`src/rtl/mwrd_pkg.sv`:
```
// shared types, codes and helpers of the motion window rms detector
package mwrd_pkg;

  localparam int WINDOW_SAMPLES_DEF = 32;

  localparam int OP_W      = 2;
  localparam int ACCEL_W   = 16;
  localparam int RMS_W     = 16;
  localparam int CFG_IDX_W = 3;
  localparam int CFG_W     = 16;
  localparam int ROOT_ARG_W = 32;

  localparam logic [OP_W-1:0] OP_SAMPLE    = 2'd0;
  localparam logic [OP_W-1:0] OP_CLR_START = 2'd1;
  localparam logic [OP_W-1:0] OP_CLR_STOP  = 2'd2;
  localparam logic [OP_W-1:0] OP_NOP       = 2'd3;

  localparam logic [CFG_IDX_W-1:0] REG_MOTION_THR = 3'd0;
  localparam logic [CFG_IDX_W-1:0] REG_ATT_THR    = 3'd1;
  localparam logic [CFG_IDX_W-1:0] REG_HP_ALPHA   = 3'd2;
  localparam logic [CFG_IDX_W-1:0] REG_START_LEN  = 3'd3;
  localparam logic [CFG_IDX_W-1:0] REG_STOP_LEN   = 3'd4;

  typedef struct packed {
    logic [OP_W-1:0]           op;
    logic signed [ACCEL_W-1:0] accel_x;
    logic signed [ACCEL_W-1:0] accel_y;
    logic signed [ACCEL_W-1:0] accel_z;
  } in_item_t;

  typedef struct packed {
    logic [RMS_W-1:0] motion_rms_mg;
    logic             motion_started;
    logic             motion_stopped;
    logic             attitude_changed;
  } out_item_t;

  typedef struct packed {
    logic signed [ACCEL_W-1:0] x;
    logic signed [ACCEL_W-1:0] y;
    logic signed [ACCEL_W-1:0] z;
  } ring_entry_t;

  function automatic int imax(input int a, input int b);
    return (a > b) ? a : b;
  endfunction

endpackage

```
`src/rtl/mwrd_root.sv`:
```
// sequential divide then integer square root on one shared compare-subtract unit
module mwrd_root #(
  parameter int CNT_W = 6
) (
  input  logic                                    clk,
  input  logic                                    rst_n,
  input  logic                                    start,
  input  logic [mwrd_pkg::ROOT_ARG_W+2*CNT_W-1:0] num,
  input  logic [2*CNT_W-1:0]                      den,
  output logic                                    busy,
  output logic                                    done,
  output logic [mwrd_pkg::RMS_W-1:0]              root
);
  import mwrd_pkg::*;

  localparam int NUM_W  = ROOT_ARG_W + 2 * CNT_W;
  localparam int DEN_W  = 2 * CNT_W;
  localparam int SREM_W = RMS_W + 2;
  localparam int SR2_W  = SREM_W + 2;
  localparam int CS_W   = imax(DEN_W + 1, SR2_W);
  localparam int DIV_STEPS  = ROOT_ARG_W;
  localparam int SQRT_STEPS = ROOT_ARG_W / 2;
  localparam int STEP_W     = $clog2(DIV_STEPS);

  typedef enum logic [2:0] {
    P_IDLE = 3'b001,
    P_DIV  = 3'b010,
    P_SQRT = 3'b100
  } phase_t;

  phase_t                  phase_r;
  logic [STEP_W-1:0]       step_r;
  logic [DEN_W-1:0]        drem_r;
  logic [ROOT_ARG_W-1:0]   dq_r;
  logic [DEN_W-1:0]        den_r;
  logic [ROOT_ARG_W-1:0]   sval_r;
  logic [SREM_W-1:0]       srem_r;
  logic [RMS_W-1:0]        sroot_r;
  logic                    done_r;

  logic [DEN_W:0]          div_sh;
  logic [SR2_W-1:0]        sq_r2;
  logic [SR2_W-1:0]        sq_trial;
  logic [CS_W-1:0]         cs_a;
  logic [CS_W-1:0]         cs_b;
  logic [CS_W:0]           cs_diff;
  logic                    cs_ge;
  logic [ROOT_ARG_W-1:0]   quot_nxt;

  assign div_sh   = {drem_r, dq_r[ROOT_ARG_W-1]};
  assign sq_r2    = {srem_r, sval_r[ROOT_ARG_W-1 -: 2]};
  assign sq_trial = SR2_W'({sroot_r, 2'b01});

  // shared compare-subtract
  always_comb begin
    if (phase_r == P_SQRT) begin
      cs_a = CS_W'(sq_r2);
      cs_b = CS_W'(sq_trial);
    end else begin
      cs_a = CS_W'(div_sh);
      cs_b = CS_W'(den_r);
    end
  end

  assign cs_diff  = {1'b0, cs_a} - {1'b0, cs_b};
  assign cs_ge    = !cs_diff[CS_W];
  assign quot_nxt = {dq_r[ROOT_ARG_W-2:0], cs_ge};

  always_ff @(posedge clk) begin
    if (!rst_n) begin
      phase_r <= P_IDLE;
      step_r  <= '0;
      done_r  <= 1'b0;
    end else begin
      done_r <= 1'b0;
      unique case (phase_r)
        P_IDLE: begin
          if (start) begin
            phase_r <= P_DIV;
            step_r  <= '0;
          end
        end
        P_DIV: begin
          step_r <= step_r + 1'b1;
          if (step_r == STEP_W'(DIV_STEPS - 1)) begin
            phase_r <= P_SQRT;
            step_r  <= '0;
          end
        end
        P_SQRT: begin
          step_r <= step_r + 1'b1;
          if (step_r == STEP_W'(SQRT_STEPS - 1)) begin
            phase_r <= P_IDLE;
            done_r  <= 1'b1;
          end
        end
        default: phase_r <= P_IDLE;
      endcase
    end
  end

  always_ff @(posedge clk) begin
    if (phase_r == P_IDLE && start) begin
      drem_r <= num[NUM_W-1:ROOT_ARG_W];
      dq_r   <= num[ROOT_ARG_W-1:0];
      den_r  <= den;
    end else if (phase_r == P_DIV) begin
      drem_r <= cs_ge ? cs_diff[DEN_W-1:0] : div_sh[DEN_W-1:0];
      dq_r   <= quot_nxt;
      if (step_r == STEP_W'(DIV_STEPS - 1)) begin
        sval_r  <= quot_nxt;
        srem_r  <= '0;
        sroot_r <= '0;
      end
    end else if (phase_r == P_SQRT) begin
      sval_r  <= {sval_r[ROOT_ARG_W-3:0], 2'b00};
      srem_r  <= cs_ge ? cs_diff[SREM_W-1:0] : sq_r2[SREM_W-1:0];
      sroot_r <= {sroot_r[RMS_W-2:0], cs_ge};
    end
  end

  assign busy = (phase_r != P_IDLE);
  assign done = done_r;
  assign root = sroot_r;

  a_done_after_sqrt: assert property (@(posedge clk) disable iff (!rst_n)
    done |-> $past(phase_r == P_SQRT))
    else $error("root done without square root phase");
  a_start_begins_div: assert property (@(posedge clk) disable iff (!rst_n)
    (start && !busy) |=> (phase_r == P_DIV && step_r == '0))
    else $error("start did not begin division");
  a_div_to_sqrt: assert property (@(posedge clk) disable iff (!rst_n)
    (phase_r == P_DIV && step_r == STEP_W'(DIV_STEPS - 1)) |=> (phase_r == P_SQRT))
    else $error("division did not hand over to square root");

endmodule
```
`config.mk`:
```
export PLATFORM = sky130hd
export DESIGN_NAME = mwrd_root
export DESIGN_NICKNAME = d
export VERILOG_FILES = /design/src/rtl/mwrd_pkg.sv /design/src/rtl/mwrd_root.sv
export SDC_FILE = /design/constraint.sdc
export NUM_CORES = 1
export LEC_CHECK = 0
export ABC_AREA = 1
export BUFFER_PORTS_ARGS = -buffer_cell sky130_fd_sc_hd__buf_4
export CAP_MARGIN = 20
export CORE_MARGIN = 1.5
export CORE_UTILIZATION = 64
export CTS_CLUSTER_DIAMETER = 50
export DETAILED_ROUTE_END_ITERATION = 10
export PLACE_DENSITY = 0.87
export SYNTH_ARGS = -nofsm -noshare
export SYNTH_HDL_FRONTEND = slang
export SYNTH_SLANG_ARGS = --single-unit
```
`constraint.sdc`:
```
create_clock -name clk -period 7.7 [get_ports clk]
set_clock_uncertainty 0.15 [all_clocks]
set_input_delay 1.155 -clock clk [delete_from_list [all_inputs] [get_ports clk]]
set_output_delay 1.155 -clock clk [all_outputs]
set_load 0.05 [all_outputs]
```
==> impl_metrics.tcl <==
set metrics [dict create \
    layout-drive-gt1-share_pct 13.65 \
    crit_arrival_ns 4.51 \
    n_fill_cell 660 \
    power.total_mw 2.162 \
    post_synth.cell_area_avg_um2 8.815 \
    seq_area_frac_synth_pct 55.26 \
    worst_skew_pair.late_latency_ns 0.53 \
    finalCoreUtilization_pct 78.04 \
    rsz0062_at_grt "no" \
    clk_path_buf_depth 2 \
    finalCritPeriodShare_pct 55.44 \
    netlist_area_um2 6955 \
    wl_met3_um 1375 \
    hold_class "reg -> reg" \
    synth-async-reset-ratio_pct 0 \
    cts.reportedPaths.clkPinSlew_ns 0.06 \
    power.density_nw_per_um2 265.9 \
    final.setup.tns_ns 0 \
    rows 37 \
    drt_iter0_drc 519 \
    drt-met1-wl_um 6992 \
    synthTopCellsByArea "edfxtp_1, nand2_1, inv_1, o21ai_0, nand3_1" \
    rrSetupSlack_ns 3.43 \
    tritoncts "yes" \
    top_layer "met4" \
    yosys_warnings 0 \
    grt_overflow 0 \
    synth-edff-count 122 \
    grt_usage_pct 32.27 \
    hold_path_depth 2 \
    maxSlewHeadroom_pct 28.22 \
    grt_pass1_wl_um 27850 \
    drtPass1Iterations 5 \
    crit_fanout 35 \
    synth_most_common_cell "nand2_1" \
    period_needed_ns 4.269 \
    ant_nets 0 \
    cts-root-buf "clkbuf_8" \
    die_w_um 107.3 \
    grt_pass1_vias 5683 \
    clkSinkCount 131 \
    ys.flop_type "edfxtp_1" \
    num_io_pins 77 \
    grt_max_degree 90 \
    drc 0 \
    finalSetupViolCount 0 \
    cts_setup_buffers 0 \
    yosys.area.top_type "edfxtp_1" \
    wirelength_um 17330 \
    synth_top_cell_area_share_pct 52.67 \
    ctsResizeCount 0 \
    diodes 0 \
    floorplan.initialDensity_pct 66.77 \
    numCtsBuffers 17 \
    syn_inst 789 \
    portBuffers 76 \
    core_area_um2 10420 \
    drt-wirelength-per-cell_um 17.19 \
    required_ns 7.94 \
    routed_via_density 5.765 \
    hold_buffers 0 \
    hpwl_um 11280 \
    worst_pin_slew_ns 1.073 \
    outcome "complete, no violations" \
    max_freq_ghz 0.2342 \
    yosys-top-cells-count "nand2_1, edfxtp_1, inv_1" \
    startpoint_type "flop" \
    wl_met2_um 8346 \
    nNetsFinal 940 \
    ir_drop_mv 0.2275 \
    worstRegToRegCells 16 \
    synth.distinct_cells 34 \
    maxCapViolations 0 \
    crit_path_end_kind "flop" \
    place.gp.congestion 0.8986 \
    design.die.area_um2 11500 \
    finalMaxSlewViolations 0 \
    p_leak_nw 3.679 \
    final_hold_viol_count 0 \
    synth-seq-cells 131 \
    path_class "reg -> reg" \
    vias 5811 \
    antenna_found_initial 0 \
    synth.net_count 870 \
    area_growth_pct 16.87 \
    die_y_um 107.3 \
    htree_levels 4 \
]
==> where the power goes <==
group / leakage, nW / switching (mW) / internal [mW] / total, mW
logic: 2.22 / 0.353 / 0.168 / 0.521
clock network: 0.245 / 0.312 / 0.428 / 0.740
registers: 1.21 / 0.0264 / 0.874 / 0.901
total: 3.68 / 0.692 / 1.47 / 2.16
==> layout by cell type, fill, tap and decap left out, drive strengths merged, types with 3 or more instances in the layout <==
master    count
nor2         49
clkinv        5
clkbuf       20
clkinvlp      4
o21ai        70
ha           21
dfxtp         9
a21oi        33
mux2i        11
edfxtp      122
inv         107
xor2          8
nand3        58
nand4         6
or2           3
buf          80
nor3          9
nand2       250
==> layer usage <==
metal	up-vias	GRT usage, %
met4	0	16.00
met1	2690	42.43
met3	57	7.082
met2	322	50.91
li1	2742	-
met5	-	0
==> through the flow <==
stage / setup WS, ns / hold WS, ns / cell area [µm²] / std cells
2_1_floorplan: 4.352 / 0.3048 / 6955 / 789
3_3_place_gp: 3.545 / 0.3166 / 7597 / 976
3_5_place_dp: 3.386 / 0.3417 / 7597 / 976
4_1_cts: 3.465 / 0.3523 / 8129 / 1008
5_1_grt: 3.052 / 0.3789 / 8129 / 1008
6_report: 3.431 / 0.3535 / 8129 / 1008
==> state kept, by name (all words and copies together), names as in the netlist <==
register	cells
phase_r	3
dq_r	32
root	16
srem_r	18
sval_r	32
step_r	5
done	1
drem_r	12
den_r	12
==> layout make-up <==
cell class / instances / area [µm²] / share of cell area [%]
clock inverters: 12 / 106.4 / 1.308
inverters: 105 / 394.1 / 4.848
well taps: 136 / 170.2 / 2.093
flip-flops and latches: 131 / 3844 / 47.28
repair buffers: 80 / 600.6 / 7.388
clock buffers: 20 / 425.4 / 5.233
multi-input cells: 524 / 2589 / 31.85
==> cell families after synthesis <==
| family | synth area share, % |
|---|---|
| buffers and inverters | 7.663 |
| AO/OA/AOI/OAI | 7.843 |
| XOR/XNOR | 1.007 |
| adder cells (fa/ha/maj) | 4.065 |
| flip-flops | 55.26 |
| multiplexers | 1.583 |
| AND/OR/NAND/NOR | 22.58 |
==> worst max-delay path: stages, from the launching register on <==
cell and delay [ns]:
dfxtp_1 0.32, inv_1 0.08, nor3_4 0.11, buf_4 0.40, inv_1 0.49, nand2_1 0.17, nand2_1 0.11, fa_1 0.49
nand3_1 0.11, nand3_1 0.16, nand3_1 0.13, nand3_2 0.09, nand2_2 0.32, nand2_4 0.33, nor2_2 0.42, nand2_1 0.14
nand3_1 0.10
==> worst paths after layout <==
check / start / end
hold reg to reg: step_r[0]$_SDFFE_PN0P_ / step_r[0]$_SDFFE_PN0P_
hold / removal: step_r[0]$_SDFFE_PN0P_ / step_r[0]$_SDFFE_PN0P_
setup / recovery: phase_r[2]$_SDFFE_PN0P_ / drem_r[0]$_DFFE_PP_
setup reg to reg: phase_r[2]$_SDFFE_PN0P_ / drem_r[0]$_DFFE_PP_
Note: power is estimated with default switching activity, not from simulation.
